$ cat src/rtl/assert_macros.svh
`ifndef ASSERT_MACROS_SVH
`define ASSERT_MACROS_SVH

// same-cycle implication, disabled during reset
`define ASSERT_IMPLIES(label, ante, cons) \
   label: assert property (@(posedge clock) disable iff (reset) (ante) |-> (cons)) \
      else $error("assertion failed");

// next-cycle implication, disabled during reset
`define ASSERT_NEXT(label, ante, cons) \
   label: assert property (@(posedge clock) disable iff (reset) (ante) |=> (cons)) \
      else $error("assertion failed");

`endif

$ cat src/rtl/vpsd_pkg.sv
`default_nettype none

package vpsd_pkg;

   localparam int ROW_W = 32;
   localparam int LEN_W = 63;
   localparam int DEFAULT_MAX_PREFIX_BYTES = 10;
   localparam int LEB_GROUP_BITS = 7;
   localparam int LEB_CONT_BIT = 7;
   localparam int SHIFT_W = 6;

   localparam int QUEUE_DEPTH = 4;
   localparam int PTR_W = $clog2(QUEUE_DEPTH);
   localparam int LEVEL_W = $clog2(QUEUE_DEPTH + 1);

   localparam logic [2:0] ST_BODY      = 3'd0;
   localparam logic [2:0] ST_LENGTH    = 3'd1;
   localparam logic [2:0] ST_EMPTY     = 3'd2;
   localparam logic [2:0] ST_DONE      = 3'd3;
   localparam logic [2:0] ST_UNDERFLOW = 3'd4;
   localparam logic [2:0] ST_TOO_LONG  = 3'd5;

   localparam logic CSR_ROW_COUNT    = 1'b0;
   localparam logic CSR_START_OFFSET = 1'b1;

   typedef struct packed {
      logic       command;
      logic [7:0] data_byte;
   } req_type;

   typedef struct packed {
      logic [2:0]       status;
      logic [7:0]       body_byte;
      logic             string_end;
      logic [ROW_W-1:0] row_index;
      logic [LEN_W-1:0] string_length;
      logic [LEN_W-1:0] available_bytes;
      logic [LEN_W-1:0] end_position;
      logic             last;
   } rsp_type;

   // results produced by one request, first in r0
   typedef struct packed {
      logic [1:0] count;
      rsp_type    r0;
      rsp_type    r1;
   } push_type;

endpackage

`default_nettype wire

$ cat src/rtl/varuint_prefixed_string_deframer.sv
// a request's results are written into the result queue registers and shown on rsp from there, behind older results
// throughput: one request per cycle while the result queue has room, set by the single-pass state update in the core
// a request that finishes the last row gives two results; the four-entry result queue
// takes requests while it holds at most two results
// reset (synchronous): rows, position, prefix state and registers clear, queue empties
`default_nettype none
`include "assert_macros.svh"

module varuint_prefixed_string_deframer #(
   parameter int MAX_PREFIX_BYTES = vpsd_pkg::DEFAULT_MAX_PREFIX_BYTES
) (
   input  wire logic                clock,
   input  wire logic                reset,
   input  wire logic                req_valid,
   output logic                     req_ready,
   input  wire vpsd_pkg::req_type   req_data,
   output logic                     rsp_valid,
   input  wire logic                rsp_ready,
   output vpsd_pkg::rsp_type        rsp_data,
   input  wire logic                csr_write,
   input  wire logic                csr_index,
   input  wire logic [31:0]         csr_data
);
   import vpsd_pkg::*;

   push_type           push;
   logic [LEVEL_W-1:0] level;
   logic               req_accept;
   logic               rsp_final;

   assign req_ready  = level <= LEVEL_W'(QUEUE_DEPTH - 2);
   assign req_accept = req_valid && req_ready;

   // a halting result leaves the block with nothing more to send
   assign rsp_final = rsp_valid && rsp_ready &&
                      (rsp_data.status == ST_DONE || rsp_data.status == ST_UNDERFLOW ||
                       rsp_data.status == ST_TOO_LONG);

   vpsd_core #(
      .MAX_PREFIX_BYTES(MAX_PREFIX_BYTES)
   ) u_core (
      .clock      (clock),
      .reset      (reset),
      .req_accept (req_accept),
      .req_data   (req_data),
      .csr_write  (csr_write),
      .csr_index  (csr_index),
      .csr_data   (csr_data),
      .push       (push)
   );

   vpsd_rsp_queue u_queue (
      .clock     (clock),
      .reset     (reset),
      .push      (push),
      .rsp_valid (rsp_valid),
      .rsp_ready (rsp_ready),
      .rsp_data  (rsp_data),
      .level     (level)
   );

   `ASSERT_IMPLIES(a_room, push.count == 2'd2, level <= LEVEL_W'(QUEUE_DEPTH - 2))
   `ASSERT_IMPLIES(a_pair, rsp_valid && !rsp_data.last, level >= LEVEL_W'(2))
   `ASSERT_NEXT(a_halt, rsp_final, !rsp_valid)

endmodule

`default_nettype wire

$ cat src/rtl/vpsd_core.sv
`default_nettype none

module vpsd_core #(
   parameter int MAX_PREFIX_BYTES = vpsd_pkg::DEFAULT_MAX_PREFIX_BYTES
) (
   input  wire logic                  clock,
   input  wire logic                  reset,
   input  wire logic                  req_accept,
   input  wire vpsd_pkg::req_type     req_data,
   input  wire logic                  csr_write,
   input  wire logic                  csr_index,
   input  wire logic [31:0]           csr_data,
   output vpsd_pkg::push_type         push
);
   import vpsd_pkg::*;

   localparam int CNT_W = $clog2(MAX_PREFIX_BYTES + 1);

   localparam logic [1:0] PH_IDLE   = 2'd0;
   localparam logic [1:0] PH_PREFIX = 2'd1;
   localparam logic [1:0] PH_BODY   = 2'd2;
   localparam logic [1:0] PH_HALT   = 2'd3;

   logic [1:0]       phase_ff, phase_in;
   logic [LEN_W-1:0] acc_ff, acc_in;
   logic [CNT_W-1:0] pcnt_ff, pcnt_in;
   logic [LEN_W-1:0] remain_ff, remain_in;
   logic [LEN_W-1:0] recv_ff, recv_in;
   logic [ROW_W-1:0] rows_ff, rows_in;
   logic [LEN_W-1:0] consumed_ff, consumed_in;
   logic [31:0]      row_count_ff;
   logic [31:0]      start_offset_ff;

   logic [ROW_W-1:0] rows_next;
   logic             rows_left;
   logic             done_after;
   logic             consume;
   logic [LEN_W-1:0] end_pos;
   logic [CNT_W-1:0] cnt_base;
   logic [LEN_W-1:0] acc_base;
   logic [LEN_W-1:0] acc_new;
   logic [CNT_W-1:0] cnt_new;
   logic [SHIFT_W-1:0] shift;

   function automatic rsp_type make_rsp(logic [2:0] st, logic [7:0] b, logic e,
                                        logic [ROW_W-1:0] row, logic [LEN_W-1:0] len,
                                        logic [LEN_W-1:0] avail,
                                        logic [LEN_W-1:0] endp);
      rsp_type r;
      r.status          = st;
      r.body_byte       = b;
      r.string_end      = e;
      r.row_index       = row;
      r.string_length   = len;
      r.available_bytes = avail;
      r.end_position    = endp;
      r.last            = 1'b0;
      return r;
   endfunction

   assign rows_next  = rows_ff + ROW_W'(1);
   assign rows_left  = rows_ff < row_count_ff;
   assign done_after = rows_next >= row_count_ff;
   assign consume    = !(phase_ff == PH_IDLE && !rows_left) && !req_data.command;
   assign end_pos    = LEN_W'(start_offset_ff) + consumed_ff + LEN_W'(consume);

   assign cnt_base = (phase_ff == PH_IDLE) ? '0 : pcnt_ff;
   assign acc_base = (phase_ff == PH_IDLE) ? '0 : acc_ff;
   assign shift    = SHIFT_W'(int'(cnt_base) * LEB_GROUP_BITS);
   assign acc_new  = acc_base | (LEN_W'(req_data.data_byte[LEB_GROUP_BITS-1:0]) << shift);
   assign cnt_new  = cnt_base + CNT_W'(1);

   always_comb begin
      phase_in    = phase_ff;
      acc_in      = acc_ff;
      pcnt_in     = pcnt_ff;
      remain_in   = remain_ff;
      recv_in     = recv_ff;
      rows_in     = rows_ff;
      consumed_in = consumed_ff;
      push        = '0;
      if (req_accept && phase_ff != PH_HALT) begin
         if (phase_ff == PH_IDLE && !rows_left) begin
            push.r0    = make_rsp(ST_DONE, '0, 1'b0, rows_ff, '0, '0, end_pos);
            push.count = 2'd1;
            phase_in   = PH_HALT;
         end else if (req_data.command) begin
            if (phase_ff == PH_BODY) begin
               push.r0 = make_rsp(ST_UNDERFLOW, '0, 1'b0, rows_ff, acc_ff, recv_ff, '0);
            end else begin
               push.r0 = make_rsp(ST_UNDERFLOW, '0, 1'b0, rows_ff, LEN_W'(1), '0, '0);
            end
            push.count = 2'd1;
            phase_in   = PH_HALT;
         end else begin
            consumed_in = consumed_ff + LEN_W'(1);
            if (phase_ff == PH_BODY) begin
               recv_in   = recv_ff + LEN_W'(1);
               remain_in = remain_ff - LEN_W'(1);
               push.r0   = make_rsp(ST_BODY, req_data.data_byte, remain_ff == LEN_W'(1),
                                    rows_ff, '0, '0, '0);
               push.count = 2'd1;
            end else begin
               acc_in  = acc_new;
               pcnt_in = cnt_new;
               if (!req_data.data_byte[LEB_CONT_BIT]) begin
                  push.count = 2'd1;
                  if (acc_new == '0) begin
                     push.r0 = make_rsp(ST_EMPTY, '0, 1'b0, rows_ff, '0, '0, '0);
                  end else begin
                     push.r0   = make_rsp(ST_LENGTH, '0, 1'b0, rows_ff, acc_new, '0, '0);
                     phase_in  = PH_BODY;
                     remain_in = acc_new;
                     recv_in   = '0;
                  end
               end else if (int'(cnt_new) >= MAX_PREFIX_BYTES) begin
                  push.r0    = make_rsp(ST_TOO_LONG, '0, 1'b0, rows_ff, '0, '0, '0);
                  push.count = 2'd1;
                  phase_in   = PH_HALT;
               end else begin
                  phase_in = PH_PREFIX;
               end
            end
            // row finished: body end or empty string
            if ((phase_ff == PH_BODY && remain_ff == LEN_W'(1)) ||
                (phase_ff != PH_BODY && !req_data.data_byte[LEB_CONT_BIT] &&
                 acc_new == '0)) begin
               rows_in   = rows_next;
               phase_in  = PH_IDLE;
               acc_in    = '0;
               pcnt_in   = '0;
               remain_in = '0;
               recv_in   = '0;
               if (done_after) begin
                  push.r1    = make_rsp(ST_DONE, '0, 1'b0, rows_next, '0, '0, end_pos);
                  push.count = 2'd2;
                  phase_in   = PH_HALT;
               end
            end
         end
         if (push.count == 2'd2) begin
            push.r1.last = 1'b1;
         end else begin
            push.r0.last = push.count == 2'd1;
         end
      end
   end

   always_ff @(posedge clock) begin
      if (reset) begin
         phase_ff        <= PH_IDLE;
         acc_ff          <= '0;
         pcnt_ff         <= '0;
         remain_ff       <= '0;
         recv_ff         <= '0;
         rows_ff         <= '0;
         consumed_ff     <= '0;
         row_count_ff    <= '0;
         start_offset_ff <= '0;
      end else begin
         phase_ff    <= phase_in;
         acc_ff      <= acc_in;
         pcnt_ff     <= pcnt_in;
         remain_ff   <= remain_in;
         recv_ff     <= recv_in;
         rows_ff     <= rows_in;
         consumed_ff <= consumed_in;
         if (csr_write) begin
            unique case (csr_index)
               CSR_ROW_COUNT:    row_count_ff    <= csr_data;
               CSR_START_OFFSET: start_offset_ff <= csr_data;
               default:          row_count_ff    <= row_count_ff;
            endcase
         end
      end
   end

endmodule

`default_nettype wire

$ cat src/rtl/vpsd_rsp_queue.sv
`default_nettype none

module vpsd_rsp_queue (
   input  wire logic                         clock,
   input  wire logic                         reset,
   input  wire vpsd_pkg::push_type           push,
   output logic                              rsp_valid,
   input  wire logic                         rsp_ready,
   output vpsd_pkg::rsp_type                 rsp_data,
   output logic [vpsd_pkg::LEVEL_W-1:0]      level
);
   import vpsd_pkg::*;

   rsp_type            mem_ff [QUEUE_DEPTH];
   logic [PTR_W-1:0]   wp_ff, wp_in;
   logic [PTR_W-1:0]   rp_ff, rp_in;
   logic [LEVEL_W-1:0] level_ff, level_in;
   logic               pop;

   assign rsp_valid = level_ff != '0;
   assign rsp_data  = mem_ff[rp_ff];
   assign level     = level_ff;
   assign pop       = rsp_valid && rsp_ready;

   assign wp_in    = wp_ff + PTR_W'(push.count);
   assign rp_in    = rp_ff + PTR_W'(pop);
   assign level_in = level_ff + LEVEL_W'(push.count) - LEVEL_W'(pop);

   always_ff @(posedge clock) begin
      if (push.count != 2'd0) begin
         mem_ff[wp_ff] <= push.r0;
      end
      if (push.count == 2'd2) begin
         mem_ff[wp_ff + PTR_W'(1)] <= push.r1;
      end
   end

   always_ff @(posedge clock) begin
      if (reset) begin
         wp_ff    <= '0;
         rp_ff    <= '0;
         level_ff <= '0;
      end else begin
         wp_ff    <= wp_in;
         rp_ff    <= rp_in;
         level_ff <= level_in;
      end
   end

endmodule

`default_nettype wire
$ cat config.mk
export PLATFORM = sky130hd
export DESIGN_NAME = varuint_prefixed_string_deframer
export DESIGN_NICKNAME = d
export VERILOG_FILES = /design/src/rtl/vpsd_pkg.sv /design/src/rtl/varuint_prefixed_string_deframer.sv /design/src/rtl/vpsd_core.sv /design/src/rtl/vpsd_rsp_queue.sv
export VERILOG_INCLUDE_DIRS = /design/src /design/src/rtl
export SDC_FILE = /design/constraint.sdc
export NUM_CORES = 2
export LEC_CHECK = 0
export ABC_AREA = 1
export BUFFER_PORTS_ARGS = -buffer_cell sky130_fd_sc_hd__buf_4
export CAP_MARGIN = 30
export CORE_MARGIN = 2
export CORE_UTILIZATION = 39
export DETAILED_ROUTE_END_ITERATION = 10
export GPL_TIMING_DRIVEN = 1
export PLACE_DENSITY = 0.62
export SYNTH_ARGS = -nofsm -noshare
export SYNTH_HDL_FRONTEND = slang
export SYNTH_HIERARCHICAL = 1
export SYNTH_SLANG_ARGS = --single-unit
$ cat constraint.sdc
create_clock -name clock -period 54.8 [get_ports clock]
set_clock_uncertainty 0.15 [all_clocks]
set_input_delay 10.96 -clock clock [delete_from_list [all_inputs] [get_ports clock]]
set_output_delay 10.96 -clock clock [all_outputs]
set_load 0.1 [all_outputs]
==> key figures <==
Setup path
  – Setup crit start kind: primary input
  – CP Cell Sequence: buf_4 > inv_1 > nand3_1 > nand3_1 > nand2_1 > nand3_1 > o21ai_1 > nand3_1 > nand2_1 > nor2_1 > nand2_1 > nor2_1 > nand2_1 > nor2_2 > nand3_2 > nand2_4 > nand2_1 > o21bai_1 > inv_1 > nor2_8 > nand2_8 > nand2_4 > buf_12 > buf_4
  – CP most frequent cell: nand2_1
  – Crit. End Element: flip-flop
  – CP top delay family: simple AND/OR/NAND/NOR gates
  – CP max FO: 126
  – Buf/Inv on CP: 5
  – Critical Path AT: 17610 ps
  – Worst path max stage delay: 930 ps
  – CP Class: in2reg
  – CP required: 55060 ps
  – Critical path's slowest cell: nand2_4

Place
  – Post-DP HPWL: 147000 µm
  – Area after DPL: 0.0757 mm²
  – Cells after DPL: 11300
  – Final RePlAce weighted congestion: 0.964
  – PortBufs: 282

Die
  – Die Width: 436 µm
  – Core ar.: 0.186 mm²
  – Row cnt: 158
  – Die outline height: 436 µm
  – Die Area: 0.190 mm²
  – I/O pins: 283
  – Starting density of the core: 39.3%

Power
  – Worst VDD drop: 51.9 µV
  – Pleak: 27.8 nW
  – Power consumption: 3.76 mW
  – PwrDens: 46.4 mW/mm²

Status
  – Outcome: finished, final reports clean

Logic synthesis
  – Cell Area, Synth: 0.0729 mm²
  – Synthesis-stage register bit count: 1297
  – Post-synth EDFFs: 936
  – Sequential area share after synthesis: 48.5%
  – Top_reg_cell synth: edfxtp_1
  – Largest area contributor in the netlist: edfxtp_1
  – Synth Instances: 9010
  – Yosys warning total: 6
  – Synth cell count leaders: 1726 x nand2_1, 1078 x nor2_1, 968 x o21ai_0
  – Yosys top cell area share: 38.6%
  – Top-count cell post-synth: nand2_1
  – Synth unique cells: 61
  – Post-synth ARST share: 0%
  – Syn_area_per_cell: 8.09 µm²
  – Dominant cells by area after synthesis: edfxtp_1 39%, dfxtp_1 9.9%, nand2_1 8.9%

Detailed routing
  – Final WL: 234000 µm
  – Routed vias: 63300
  – DRT iter0 DRCs: 5814
  – Via-to-Cell Ratio: 5.48
  – Drt pass-1 iters: 11
  – # DRC: 0
  – Post-DRT Antenna Nets: 0
  – Wire length per cell: 20.3 µm

Timing
  – Final Hold Viols: 0
  – Unrepaired setup endpoints after global routing: no
  – Slew margin rel.: 7.74%
  – Min cycle time layout: 17350 ps
  – TNS Setup: 0 ps
  – Slew at the pin closest to its max-slew limit: 1380 ps
  – FMAX: 0.0576 GHz
  – Setup violators final: 0
  – Fin crit share: 31.7%
  – Final Max Slew Viols: 0

Clock tree
  – Setup Buffers After CTS: 0
  – CTS root buffer: clkbuf_16
  – H-Tree Depth: 4
  – CTS tree: done
  – Number of buffers on the longest clock path: 3
  – Clk pin slew, worst setup/hold paths: 60 ps
  – Worst skew pair latency: 820 ps
  – Post_cts resized: 0
  – Clock sink count: 1297
  – Number of CTS-inserted buffers: 152
  – Cts hold-fix bufs: 0

Final layout
  – Nets: 9109
  – Final instance area: 0.0810 mm²
  – Final design utilization: 43.6%
  – Area Growth Syn to Fin: 11.0%
  – Post-Layout Cell Count: 11600
  – # fillers: 18300
  – Layout cell share with drive strength beyond 1: 9.06%

GRT
  – Total gr overflow: 0
  – Initial antenna violation count: 4
  – Met1 Use GR: 31.3%
  – M2 GR Usage: 39.4%
  – M3 GR Usage: 3.02%
  – Total track usage: 23.8%
  – Largest net degree at the start of global routing: 195
  – Layer with the highest usage: met2
  – First-pass GRT wire length: 354000 µm
  – Vias in the first global route: 58800

Job
  – Max Cap Violations: 0

Hold path
  – HP Class: reg2reg
through the flow:
stage / hold WS (ps) / setup WS (ps)
finish: 320 / 37450
global route: 335 / 37040
CTS: 317 / 37540
detailed placement: 308 / 36680
global placement: 301 / 36340
floorplan: 293 / 23690
power by group:
part,internal (mW),switching (mW)
combinational,0.281,1.26
clock,0.609,0.422
sequential,1.15,0.0405
state kept, by name (all words and copies together) (netlist names), 3 cells and up:
signal	count
u_core/rows_ff	32
u_core/start_offset_ff	32
u_core/pcnt_ff	4
u_core/acc_ff	63
u_queue/mem_ff	936
u_queue/level	3
u_core/recv_ff	63
u_core/row_count_ff	32
u_core/consumed_ff	63
u_core/remain_ff	63
tightest hold or removal path: stages (launching register included):
cell and delay, ps:
dfxtp_1 300, nand2_1 60, a21oi_1 60
worst paths after layout:
check,slack [ps],start,cells after the start,end
setup / recovery,37450,req_data[3],24,u_queue/mem_ff[1][110]$_DFFE_PP_
hold / removal,320,u_core/recv_ff[61]$_SDFFE_PP0P_,2,u_core/recv_ff[61]$_SDFFE_PP0P_
setup reg to reg,44310,u_core/phase_ff[0]$_SDFFE_PP0P_,29,u_queue/mem_ff[1][110]$_DFFE_PP_
hold reg to reg,320,u_core/recv_ff[61]$_SDFFE_PP0P_,2,u_core/recv_ff[61]$_SDFFE_PP0P_
placed cells by master, fill, tap and decap left out, drive strengths merged, types with 6 or more instances in the layout:
cell type	Yosys	final
o21ai	1740	1740
nand2	1737	1737
nor2	1092	1092
edfxtp	936	936
inv	707	712
a21oi	461	461
buf	441	366
dfxtp	361	361
o22ai	243	243
clkbuf	279	229
nor3	220	220
nand3	216	216
nand4	136	136
conb	1	136
ha	110	110
xor2	101	101
nor4	46	46
clkinv	5	40
o21a	27	27
a31oi	23	23
xnor2	22	22
a211oi	18	18
or2	10	10
o211ai	10	10
o211a	9	9
o31ai	9	9
bufinv	0	8
fa	7	7
nor3b	6	6
layer usage:
metal | share of wire, % | vias up
met2 | 47 | 2152
met5 | 0.0094 | -
met1 | 43 | 30200
met3 | 5.8 | 392
li1 | - | 30500
met4 | 4.1 | 4
area by class of cell:
| class | instances | area, µm² | share of cell area [%] |
|---|---|---|---|
| Timing Repair Buffer | 366 | 3110 | 3.84 |
| Antenna cell | 3 | 7.51 | 0.00927 |
| Inverter | 712 | 2700 | 3.34 |
| Multi-Input combinational cell | 6416 | 31600 | 39.1 |
| Clock inverter | 52 | 559 | 0.691 |
| Tap cell | 2480 | 3100 | 3.83 |
| Clock buffer | 229 | 4520 | 5.58 |
| Sequential cell | 1297 | 35300 | 43.7 |
logic make-up after synthesis:
kind of cell	count (synthesis)	share of synthesized area, %
AOI/OAI and AO/OA	2559	19.0
other	1	0.00514
xor gates and xnor gates	123	1.49
and+or+nand+nor	3481	19.9
buffers and inverters	1432	9.09
DFF	1297	48.5
adders and majority gates	117	2.08
(Power assumes the default switching activity.)
